$ cat config.mk
export PLATFORM = sky130hd
export DESIGN_NAME = pid_with_integral_clamp_unit
export DESIGN_NICKNAME = d
export VERILOG_FILES = /design/src/rtl/core/pidc_pkg.sv /design/src/rtl/core/pidc_cfg.sv /design/src/rtl/core/pidc_mul.sv /design/src/rtl/core/pid_with_integral_clamp_unit.sv
export SDC_FILE = /design/constraint.sdc
export NUM_CORES = 2
export LEC_CHECK = 0
export BUFFER_PORTS_ARGS = -buffer_cell sky130_fd_sc_hd__buf_2
export CORE_UTILIZATION = 45
export DETAILED_ROUTE_END_ITERATION = 12
export PLACE_DENSITY = 0.67
export SYNTH_ARGS = -nofsm -noshare
export SYNTH_HDL_FRONTEND = slang
export SYNTH_SLANG_ARGS = --single-unit
$ cat constraint.sdc
create_clock -name i_clk -period 12.2 [get_ports i_clk]
set_input_delay 1.83 -clock i_clk [delete_from_list [all_inputs] [get_ports i_clk]]
set_output_delay 1.83 -clock i_clk [all_outputs]
set_load 0.01 [all_outputs]
$ cat src/rtl/core/pidc_pkg.sv
// Shared types and constants for the PID controller with integral clamp.
// Used by pidc_cfg, pidc_mul and pid_with_integral_clamp_unit; no dependencies.
package pidc_pkg;

    localparam int GAIN_W   = 24;
    localparam int LIMIT_W  = 31;
    localparam int TICK_W   = 16;
    localparam int DATA_W   = 32;
    localparam int CFG_IDX_W = 3;
    localparam int CFG_DAT_W = 31;

    localparam int MUL_A_W  = 25;
    localparam int MUL_B_W  = 33;
    localparam int PROD_W   = MUL_A_W + MUL_B_W;
    localparam int FRAC_W   = 16;
    localparam int SHR_W    = PROD_W - FRAC_W;
    localparam int ERR_W    = 33;
    localparam int ACC_W    = 43;
    localparam int SUM_W    = 43;
    localparam int HI_W     = SUM_W - FRAC_W;
    localparam int DRV_W    = 52;

    localparam logic [CFG_IDX_W-1:0] CFG_GAIN_P = 3'd0;
    localparam logic [CFG_IDX_W-1:0] CFG_GAIN_I = 3'd1;
    localparam logic [CFG_IDX_W-1:0] CFG_GAIN_D = 3'd2;
    localparam logic [CFG_IDX_W-1:0] CFG_LIMIT  = 3'd3;
    localparam logic [CFG_IDX_W-1:0] CFG_TICK   = 3'd4;

    localparam logic signed [GAIN_W-1:0] GAIN_P_RST = 24'sd65536;
    localparam logic [TICK_W-1:0]        TICK_RST   = 16'd655;

    typedef struct packed {
        logic signed [GAIN_W-1:0] gain_p;
        logic signed [GAIN_W-1:0] gain_i;
        logic signed [GAIN_W-1:0] gain_d;
        logic [LIMIT_W-1:0]       integral_limit;
        logic [TICK_W-1:0]        tick_period;
    } t_cfg;

    typedef enum logic [7:0] {
        ST_IDLE = 8'b0000_0001,
        ST_STEP = 8'b0000_0010,
        ST_INT  = 8'b0000_0100,
        ST_TI   = 8'b0000_1000,
        ST_SUM  = 8'b0001_0000,
        ST_LO   = 8'b0010_0000,
        ST_HI   = 8'b0100_0000,
        ST_FIN  = 8'b1000_0000
    } t_state;

endpackage

$ cat src/rtl/core/pidc_cfg.sv
// Configuration register file: gains, integral bound and tick period.
// Depends on pidc_pkg.
module pidc_cfg (
    input  logic                               i_clk,
    input  logic                               i_rst_n,
    input  logic                               i_cfg_we,
    input  logic [pidc_pkg::CFG_IDX_W-1:0]     i_cfg_index,
    input  logic [pidc_pkg::CFG_DAT_W-1:0]     i_cfg_data,
    output pidc_pkg::t_cfg                     o_cfg
);

    pidc_pkg::t_cfg r_cfg;

    always_ff @(posedge i_clk) begin
        if (!i_rst_n) begin
            r_cfg.gain_p         <= pidc_pkg::GAIN_P_RST;
            r_cfg.gain_i         <= '0;
            r_cfg.gain_d         <= '0;
            r_cfg.integral_limit <= '0;
            r_cfg.tick_period    <= pidc_pkg::TICK_RST;
        end else if (i_cfg_we) begin
            case (i_cfg_index)
                pidc_pkg::CFG_GAIN_P: r_cfg.gain_p <= i_cfg_data[pidc_pkg::GAIN_W-1:0];
                pidc_pkg::CFG_GAIN_I: r_cfg.gain_i <= i_cfg_data[pidc_pkg::GAIN_W-1:0];
                pidc_pkg::CFG_GAIN_D: r_cfg.gain_d <= i_cfg_data[pidc_pkg::GAIN_W-1:0];
                pidc_pkg::CFG_LIMIT:  r_cfg.integral_limit <= i_cfg_data;
                pidc_pkg::CFG_TICK:   r_cfg.tick_period <= i_cfg_data[pidc_pkg::TICK_W-1:0];
                default: begin
                    // drop writes to unknown indexes
                end
            endcase
        end
    end

    assign o_cfg = r_cfg;

endmodule

$ cat src/rtl/core/pidc_mul.sv
// Shared signed multiplier with a registered product.
// Depends on pidc_pkg.
module pidc_mul (
    input  logic                                    i_clk,
    input  logic signed [pidc_pkg::MUL_A_W-1:0]     i_op_a,
    input  logic signed [pidc_pkg::MUL_B_W-1:0]     i_op_b,
    output logic signed [pidc_pkg::PROD_W-1:0]      o_prod
);

    logic signed [pidc_pkg::PROD_W-1:0] r_prod;
    logic signed [pidc_pkg::PROD_W-1:0] n_prod;

    always_comb begin
        n_prod = pidc_pkg::PROD_W'(i_op_a) * pidc_pkg::PROD_W'(i_op_b);
    end

    always_ff @(posedge i_clk) begin
        r_prod <= n_prod;
    end

    assign o_prod = r_prod;

endmodule

$ cat src/rtl/core/pid_with_integral_clamp_unit.sv
// PID controller with anti-windup integral clamp: one sample in, one drive out.
// Depends on pidc_pkg, pidc_cfg and pidc_mul.
//
// Each accepted sample runs through the states STEP, INT, TI, SUM, LO, HI and FIN to a loaded result:
// five products go through one shared 25x33 signed multiplier (error times
// tick period, derivative term, integral term, and the outer gain applied to
// the low and high halves of the 43-bit sum), each product registered before
// use, followed by a final add and saturate. The input is not ready while a
// sample is in flight and is ready again only once the sequencer is back in
// idle, so no new sample is taken before the last one is through. A finished
// result sits in an output register, so a new sample can be taken while it
// waits, and the next result only stalls in its last step if the previous one
// is still untaken. All values are Q16.16, gains Q8.16; products are floored
// by an arithmetic shift by 16.
module pid_with_integral_clamp_unit (
    input  logic                                  i_clk,
    input  logic                                  i_rst_n,
    input  logic                                  i_cfg_we,
    input  logic [pidc_pkg::CFG_IDX_W-1:0]        i_cfg_index,
    input  logic [pidc_pkg::CFG_DAT_W-1:0]        i_cfg_data,
    input  logic                                  i_in_valid,
    output logic                                  o_in_ready,
    input  logic signed [pidc_pkg::DATA_W-1:0]    i_measured,
    input  logic signed [pidc_pkg::DATA_W-1:0]    i_measured_rate,
    input  logic signed [pidc_pkg::DATA_W-1:0]    i_reference,
    input  logic signed [pidc_pkg::DATA_W-1:0]    i_reference_rate,
    output logic                                  o_out_valid,
    input  logic                                  i_out_ready,
    output logic signed [pidc_pkg::DATA_W-1:0]    o_drive,
    output logic                                  o_drive_saturated
);

    localparam int EXT_W = pidc_pkg::ERR_W - pidc_pkg::DATA_W;

    pidc_pkg::t_cfg  w_cfg;
    pidc_pkg::t_state r_state;
    pidc_pkg::t_state n_state;

    logic signed [pidc_pkg::ERR_W-1:0]   r_err;
    logic signed [pidc_pkg::ERR_W-1:0]   r_err_rate;
    logic signed [pidc_pkg::DATA_W-1:0]  r_integral;
    logic signed [pidc_pkg::SUM_W-1:0]   r_sum;
    logic signed [pidc_pkg::DRV_W-1:0]   r_drv;
    logic                                r_out_valid;
    logic signed [pidc_pkg::DATA_W-1:0]  r_drive;
    logic                                r_drive_sat;

    logic signed [pidc_pkg::MUL_A_W-1:0] w_op_a;
    logic signed [pidc_pkg::MUL_B_W-1:0] w_op_b;
    logic signed [pidc_pkg::PROD_W-1:0]  w_prod;
    logic signed [pidc_pkg::SHR_W-1:0]   w_shr;
    logic signed [pidc_pkg::ACC_W-1:0]   w_acc;
    logic signed [pidc_pkg::ACC_W-1:0]   w_lim;
    logic signed [pidc_pkg::DATA_W-1:0]  w_clamped;
    logic signed [pidc_pkg::DRV_W-1:0]   w_drv_full;
    logic                                w_over;
    logic                                w_in_acc;
    logic                                w_fin_go;

    pidc_cfg u_cfg (
        .i_clk       (i_clk),
        .i_rst_n     (i_rst_n),
        .i_cfg_we    (i_cfg_we),
        .i_cfg_index (i_cfg_index),
        .i_cfg_data  (i_cfg_data),
        .o_cfg       (w_cfg)
    );

    pidc_mul u_mul (
        .i_clk  (i_clk),
        .i_op_a (w_op_a),
        .i_op_b (w_op_b),
        .o_prod (w_prod)
    );

    assign o_in_ready = (r_state == pidc_pkg::ST_IDLE);
    assign w_in_acc   = i_in_valid && o_in_ready;
    assign w_fin_go   = (r_state == pidc_pkg::ST_FIN) && (!r_out_valid || i_out_ready);

    // product floored by 2^16
    assign w_shr = w_prod[pidc_pkg::PROD_W-1:pidc_pkg::FRAC_W];

    // operand select for the shared multiplier
    always_comb begin
        w_op_a = pidc_pkg::MUL_A_W'(w_cfg.gain_p);
        w_op_b = pidc_pkg::MUL_B_W'({1'b0, r_sum[pidc_pkg::FRAC_W-1:0]});
        case (r_state)
            pidc_pkg::ST_STEP: begin
                w_op_a = pidc_pkg::MUL_A_W'({1'b0, w_cfg.tick_period});
                w_op_b = r_err;
            end
            pidc_pkg::ST_INT: begin
                w_op_a = pidc_pkg::MUL_A_W'(w_cfg.gain_d);
                w_op_b = r_err_rate;
            end
            pidc_pkg::ST_TI: begin
                w_op_a = pidc_pkg::MUL_A_W'(w_cfg.gain_i);
                w_op_b = pidc_pkg::MUL_B_W'(r_integral);
            end
            // hold the high-half operands while the final step waits
            pidc_pkg::ST_HI, pidc_pkg::ST_FIN: begin
                w_op_a = pidc_pkg::MUL_A_W'(w_cfg.gain_p);
                w_op_b = pidc_pkg::MUL_B_W'($signed(r_sum[pidc_pkg::SUM_W-1:pidc_pkg::FRAC_W]));
            end
            default: begin
                // keep the low-half operands
            end
        endcase
    end

    // integral update and clamp
    always_comb begin
        w_acc = pidc_pkg::ACC_W'(r_integral) + pidc_pkg::ACC_W'(w_shr);
        w_lim = pidc_pkg::ACC_W'({1'b0, w_cfg.integral_limit});
        if (w_acc > w_lim) begin
            w_clamped = pidc_pkg::DATA_W'(w_lim);
        end else if (w_acc < -w_lim) begin
            w_clamped = pidc_pkg::DATA_W'(-w_lim);
        end else begin
            w_clamped = pidc_pkg::DATA_W'(w_acc);
        end
    end

    // final add and saturation check
    always_comb begin
        w_drv_full = r_drv + w_prod[pidc_pkg::DRV_W-1:0];
        w_over = (w_drv_full[pidc_pkg::DRV_W-1:pidc_pkg::DATA_W-1] != '0) &&
                 (w_drv_full[pidc_pkg::DRV_W-1:pidc_pkg::DATA_W-1] != '1);
    end

    always_comb begin
        n_state = r_state;
        case (r_state)
            pidc_pkg::ST_IDLE: if (w_in_acc) n_state = pidc_pkg::ST_STEP;
            pidc_pkg::ST_STEP: n_state = pidc_pkg::ST_INT;
            pidc_pkg::ST_INT:  n_state = pidc_pkg::ST_TI;
            pidc_pkg::ST_TI:   n_state = pidc_pkg::ST_SUM;
            pidc_pkg::ST_SUM:  n_state = pidc_pkg::ST_LO;
            pidc_pkg::ST_LO:   n_state = pidc_pkg::ST_HI;
            pidc_pkg::ST_HI:   n_state = pidc_pkg::ST_FIN;
            pidc_pkg::ST_FIN:  if (w_fin_go) n_state = pidc_pkg::ST_IDLE;
            default:           n_state = pidc_pkg::ST_IDLE;
        endcase
    end

    always_ff @(posedge i_clk) begin
        if (!i_rst_n) begin
            r_state     <= pidc_pkg::ST_IDLE;
            r_integral  <= '0;
            r_out_valid <= 1'b0;
        end else begin
            r_state <= n_state;
            if (r_state == pidc_pkg::ST_INT) begin
                r_integral <= w_clamped;
            end
            if (w_fin_go) begin
                r_out_valid <= 1'b1;
            end else if (i_out_ready) begin
                r_out_valid <= 1'b0;
            end
        end
    end

    always_ff @(posedge i_clk) begin
        if (w_in_acc) begin
            r_err <= {{EXT_W{i_reference[pidc_pkg::DATA_W-1]}}, i_reference} -
                     {{EXT_W{i_measured[pidc_pkg::DATA_W-1]}}, i_measured};
            r_err_rate <= {{EXT_W{i_reference_rate[pidc_pkg::DATA_W-1]}}, i_reference_rate} -
                          {{EXT_W{i_measured_rate[pidc_pkg::DATA_W-1]}}, i_measured_rate};
        end
        case (r_state)
            // derivative term lands first, then the integral term
            pidc_pkg::ST_TI:  r_sum <= pidc_pkg::SUM_W'(r_err) + pidc_pkg::SUM_W'(w_shr);
            pidc_pkg::ST_SUM: r_sum <= r_sum + pidc_pkg::SUM_W'(w_shr);
            pidc_pkg::ST_HI:  r_drv <= pidc_pkg::DRV_W'(w_shr);
            default: begin
                // hold
            end
        endcase
        if (w_fin_go) begin
            r_drive_sat <= w_over;
            if (!w_over) begin
                r_drive <= w_drv_full[pidc_pkg::DATA_W-1:0];
            end else if (w_drv_full[pidc_pkg::DRV_W-1]) begin
                r_drive <= {1'b1, {(pidc_pkg::DATA_W-1){1'b0}}};
            end else begin
                r_drive <= {1'b0, {(pidc_pkg::DATA_W-1){1'b1}}};
            end
        end
    end

    assign o_out_valid       = r_out_valid;
    assign o_drive           = r_drive;
    assign o_drive_saturated = r_drive_sat;

`ifndef SYNTHESIS
    a_accept_starts: assert property (@(posedge i_clk) disable iff (!i_rst_n)
        w_in_acc |=> (r_state == pidc_pkg::ST_STEP))
        else $error("accepted beat did not start the sequence");

    a_valid_from_fin: assert property (@(posedge i_clk) disable iff (!i_rst_n)
        $rose(o_out_valid) |-> $past(r_state == pidc_pkg::ST_FIN))
        else $error("result valid raised outside the final step");

    a_fin_loads: assert property (@(posedge i_clk) disable iff (!i_rst_n)
        w_fin_go |=> (o_out_valid && (r_state == pidc_pkg::ST_IDLE)))
        else $error("final step did not load the result and return to idle");

    a_sat_value: assert property (@(posedge i_clk) disable iff (!i_rst_n)
        (o_out_valid && o_drive_saturated) |->
            ((o_drive == 32'sh7fffffff) || (o_drive == 32'sh80000000)))
        else $error("saturated drive is not at a rail");
`endif

endmodule

# [Word level (Yosys, flattened, before mapping)]
# Index checks and enable logic that the tools add are counted.
[word_totals] reg_bits=402 inputBits=167 out_inout_bits=35 word_cells=68
[classes] addsub=7 multipliers=1 n_lt_le_gt_ge=2 n_eq_ne=15 mux=12 reduce_logical=16
[op_table] operator="$pmux 33 s4" n=1
[op_table] operator="$mux 32" n=4
[op_table] operator="$pmux 43 s2" n=1
[op_table] operator="$pmux 25 s3" n=1
[op_table] operator="$sub 32x32->33" n=2
[op_table] operator="$pmux 8 s8" n=1
[op_table] operator="$mul 25x33->58" n=1
[op_table] operator="$add 52x52->52" n=1
[op_table] operator="$add 32x42->43" n=1
[op_table] operator="$add 33x42->43" n=1
[op_table] operator="$add 43x42->43" n=1
[op_table] operator="$gt 43x32->1" n=1
[op_table] operator="$lt 43x43->1" n=1
[op_table] operator="$neg 31->43" n=1
[op_table] operator="$ne 21x21->1 const B" n=1
[op_table] operator="$reduce_bool 21->1" n=1
[op_table] operator="$mux 8" n=2
[op_table] operator="$reduce_and 2->1" n=6
[op_table] operator="$eq 8x1->1 const B" n=1
[op_table] operator="$eq 8x2->1 const B" n=1
[op_table] operator="$eq 8x3->1 const B" n=1
[op_table] operator="$eq 8x4->1 const B" n=1
[op_table] operator="$eq 8x5->1 const B" n=1
[op_table] operator="$eq 8x6->1 const B" n=1
[op_table] operator="other kinds (14)" n=19

# [Depth between registers and ports, before layout]
[logic_depth] depth_word=5 mapped_depth=39 ltp_nobuf=36

# [By module]
# A second synthesis with hierarchy kept.
[hier_totals] hier_cells=6314 hier_area_um2=57149.8
[modules_own_cells] module="pidc_mul" n_inst=1 cells_each=3193 area_per_inst_um2=30194.0 seq_area_each_um2=1161.1
[modules_own_cells] module="pid_with_integral_clamp_unit" n_inst=1 cells_each=2690 area_per_inst_um2=22500.3 seq_area_each_um2=6346.1
[modules_own_cells] module="pidc_cfg" n_inst=1 cells_each=431 area_per_inst_um2=4455.5 seq_area_each_um2=2382.3

# [Least setup slack after synthesis]
# No wires, ideal clock.
[synth_timing] kind="register to register" startpoint="reg r_state[6]" endpoint="reg u_mul.r_prod, in the netlist u_mul.o_prod[55]" setup_time_ns=0.072 arrival_ns=9.178 t_required_ns=12.128 setup_slack_ns=2.950 stages_incl_launch_ff=37 n_path_buf=4 period_less_slack_ns=9.250 cell_sequence="dfxtp_1 -> nor2_1 -> nand2_1 -> or3_1 -> nor3b_1 -> or3_1 -> clkbuf_1 -> clkbuf_1 -> buf_2 -> nand2_1 -> o21ai_1 -> clkbuf_1 -> nor2_1 -> fa_1 -> inv_1 -> fa_1 -> inv_1 -> fa_1 -> fa_1 -> fa_1 -> fa_1 -> inv_1 -> fa_1 -> inv_1 -> ha_1 -> and2_1 -> and3_1 -> a221oi_1 -> o21ai_0 -> a21oi_1 -> o21a_1 -> o22ai_1 -> nor2_1 -> o21bai_1 -> a221o_1 -> a311oi_1 -> xnor2_1"
[synth_between] elab_chain_cells=4 elab_cells_between_ends=9 classes_between="mul: 1; eq/ne: 5; mux: 2; reduce/logical: 1"
[synth_rtl] item="start: declaration" line="pid_with_integral_clamp_unit.sv:36" source="pidc_pkg::t_state r_state;"
[synth_rtl] item="start signal: assignment" line="pid_with_integral_clamp_unit.sv:148" source="r_state <= pidc_pkg::ST_IDLE;"
[synth_rtl] item="start signal: assignment" line="pid_with_integral_clamp_unit.sv:152" source="r_state <= n_state;"
[synth_rtl] item="$eq 8x8->1 / $eq 8x7->1 (equally long branches)" line="pid_with_integral_clamp_unit.sv:87" source="case (r_state)"
[synth_rtl] item="$reduce_or 2->1" line="pid_with_integral_clamp_unit.sv:87"
[synth_rtl] item="$pmux 33 s4" line="pid_with_integral_clamp_unit.sv:87"
[synth_rtl] item="$mul 25x33->58 (*)" line="pidc_mul.sv:14" source="n_prod = pidc_pkg::PROD_W'(i_op_a) * pidc_pkg::PROD_W'(i_op_b);"
[synth_rtl] item="net u_mul.n_prod, one bit" line="pidc_mul.sv:11" source="logic signed [pidc_pkg::PROD_W-1:0] n_prod;"
[synth_rtl] item="end signal: assignment" line="pidc_mul.sv:18" source="r_prod <= n_prod;"
[synth_rtl] item="end: declaration" line="pidc_mul.sv:10" source="logic signed [pidc_pkg::PROD_W-1:0] r_prod;"
# The timed path passes the listed nets; every way through them passes the cells marked *.
# A chain may end at the register's enable or synchronous reset.

# [Worst setup path after layout]
# Same ends and word-level chain as after synthesis.

==> metrics.cfg <==
[cts]
cts_buffers=44
htree_levels=2
path_clk_slew_ns=0.06
cts_tree=yes
post_cts_buffers=0
ctsHoldBuffers=0
clk_latency_ns=0.63
clockBufferDepth=3
cts.sinks=402
cts_resized=0
root_buffer=clkbuf_16

[drt]
wl_per_cell_um=23.5
ant_nets=0
drc=0
viasPerCell=5.81
drt-initial-drc-count=4470
finalWirelength_mm=192
drt_first_pass_iters=10
vias=47400

[sta]
finalSetupTns_ns=0
rsz0062_at_grt=false
maxSlewHeadroom=0.0318
fin_worst_skew_ns=0.0615
finalSetupViolations=0
final_max_slew_viol_count=0
hold_viol_final=0
finalCritPeriodShare=0.896
fmax_ghz=0.0915
worstMarginPinSlew_ns=1.45
fin_crit_ns=10.93
setup_ws_ns=1.27

[logic_synthesis]
seq_area_frac_synth=0.177
yosys_warnings=0
synth-main-ff-cell=dfxtp_1
synth_area_per_cell_um2=8.70
synthCells=6420
synth_fp_nets=7864
synth_area_leaders=fa_1 (30%), edfxtp_1 (9.9%), ha_1 (9.6%), dfxtp_1 (7.8%), nand2_1 (6.4%)
synth.distinct_cells=91
ys_seq_elements=402
netlist_area_um2=55900
async_flop_share=0
synth_top_area_frac=0.304
yosys.area.top_type=fa_1
synth_edf_count=184

[grt]
grt_use_total=0.305
grt_max_degree=96
overflow=0
grt_pass1_vias=47400
grt_pass1_wl_mm=291
grt_antenna_before_repair=10

[finish]
final_cell_mix=nand2_1 (949), inv_1 (947), fa_1 (848)
drive_above_1_share=0.0694
fin_nets=7941
final-seq-area_um2=9890
multi_input_area_um2=41600
final_common_cell=nand2_1
n_fill_cell=11700
area_growth_pct=8.22
fin_area_um2=60500
finalNonFillerCells=8166

[floorplanning]
ioPinCount=202
die_h_um=354
fp.dieW_um=354
core_region_area_um2=123000
initial_utilization=0.456
dieArea_um2=126000
rows=128

[critical_path]
timing.critical_path.from_type=flop
critical_path.most_common_cell=fa_1
cp.required_ns=12.76
cp_slowest_stage_delay_ns=0.70
worstPathMaxFanout=54
worstPathArrival_ns=11.49
worstSetupPathType=reg -> reg
worstSetupEndpointType=flop
critPathSlowestCell=o21a_1

[flow_run]
cap_violations=0

[run_status]
status=finished, final reports clean

[placed_design]
place_area_um2=58900
post-place-cells=8076
gp_congestion=1.04
portBuffers=201
post-dp-hpwl_mm=154
place_ws_ns=1.63

[worst_hold_path]
hp-class=reg -> reg

[power]
powerDensity_nw_per_um2=130
ir_drop_mv=0.152
p_leak_uw=0.0286

## per-stage QoR
stage / util / power [uW] / hold slack [ns]
final: 0.493 / 7860 / 0.454
after global routing: 0.493 / 8330 / 0.474
after CTS: 0.493 / 7790 / 0.455
after detailed placement: 0.481 / 6350 / 0.447
after global placement: 0.481 / 6320 / 0.441
after floorplan: - / 4870 / 0.436
## cell type report
cell class	count	area share
flip-flops and latches	402	0.164
well taps	1625	0.0336
multi-input cells	4790	0.688
inverters	949	0.0589
diodes	9	0.000373
clock inverters	17	0.00379
clock buffers	64	0.0217
repair buffers	310	0.0302
## cells in the mapped netlist (all sizes together), types with 147 or more instances
| master | n |
|---|---|
| nand2 | 952 |
| inv | 948 |
| fa | 848 |
| nor2 | 624 |
| ha | 429 |
| a21oi | 422 |
| clkbuf | 261 |
| dfxtp | 218 |
| xnor2 | 190 |
| edfxtp | 184 |
| o21ai | 171 |
| a21o | 147 |
## power breakdown
| part | total [uW] | switching, uW | internal [uW] |
|---|---|---|---|
| clock | 1430 | 608 | 821 |
| combinational | 4480 | 2850 | 1630 |
| sequential | 1950 | 272 | 1680 |
| total | 7860 | 3730 | 4130 |
## path summary, 6_finish.rpt
kind	end	from	slack [ns]	cells after the start
worst max-delay path	u_mul.o_prod[55]	r_state[6]	1.27	34
worst min-delay path	u_cfg.o_cfg[84]	u_cfg.o_cfg[84]	0.45	2
worst max register to register	u_mul.o_prod[55]	r_state[6]	1.27	34
worst min register to register	u_cfg.o_cfg[84]	u_cfg.o_cfg[84]	0.45	2
## metal layers
| metal | GRT usage | share of wire |
|---|---|---|
| met1 | 0.412 | 0.40 |
| met5 | 0 | 0.00031 |
| met4 | 0.152 | 0.060 |
| met3 | 0.0725 | 0.11 |
| met2 | 0.458 | 0.43 |
## worst max-delay path, delay by kind of cell (launching register included)
family | cells | cell delay [ns]
adders and majority gates | 8 | 3.88
DFF | 1 | 0.32
and+or+nand+nor | 10 | 2.10
buffers and inverters | 4 | 0.73
AOI/OAI and AO/OA | 11 | 3.65
xor gates and xnor gates | 1 | 0.16
## flip-flops by register name (all words and copies together) (netlist names)
| name | cells |
|---|---|
| r_sum | 43 |
| r_drv | 42 |
| o_out_valid | 1 |
| r_state | 8 |
| r_integral | 32 |
| u_cfg.o_cfg | 119 |
| o_drive | 32 |
| o_drive_saturated | 1 |
| u_mul.o_prod | 58 |
| r_err_rate | 33 |
| r_err | 33 |
## kinds of logic (layout without fill, tap and decap cells)
family / count (synthesis) / count (layout) / share of synthesized area
adder cells (fa/ha/maj): 1277 / 1277 / 0.400
AND/OR/NAND/NOR: 2087 / 2087 / 0.163
flip-flops: 402 / 402 / 0.177
other: 0 / 9 / 0
multiplexers: 5 / 5 / 0.000941
buffers and inverters: 1228 / 1340 / 0.0830
XOR/XNOR: 264 / 264 / 0.0414
AO/OA/AOI/OAI: 1157 / 1157 / 0.135
Power figures use the tool's default switching activity.
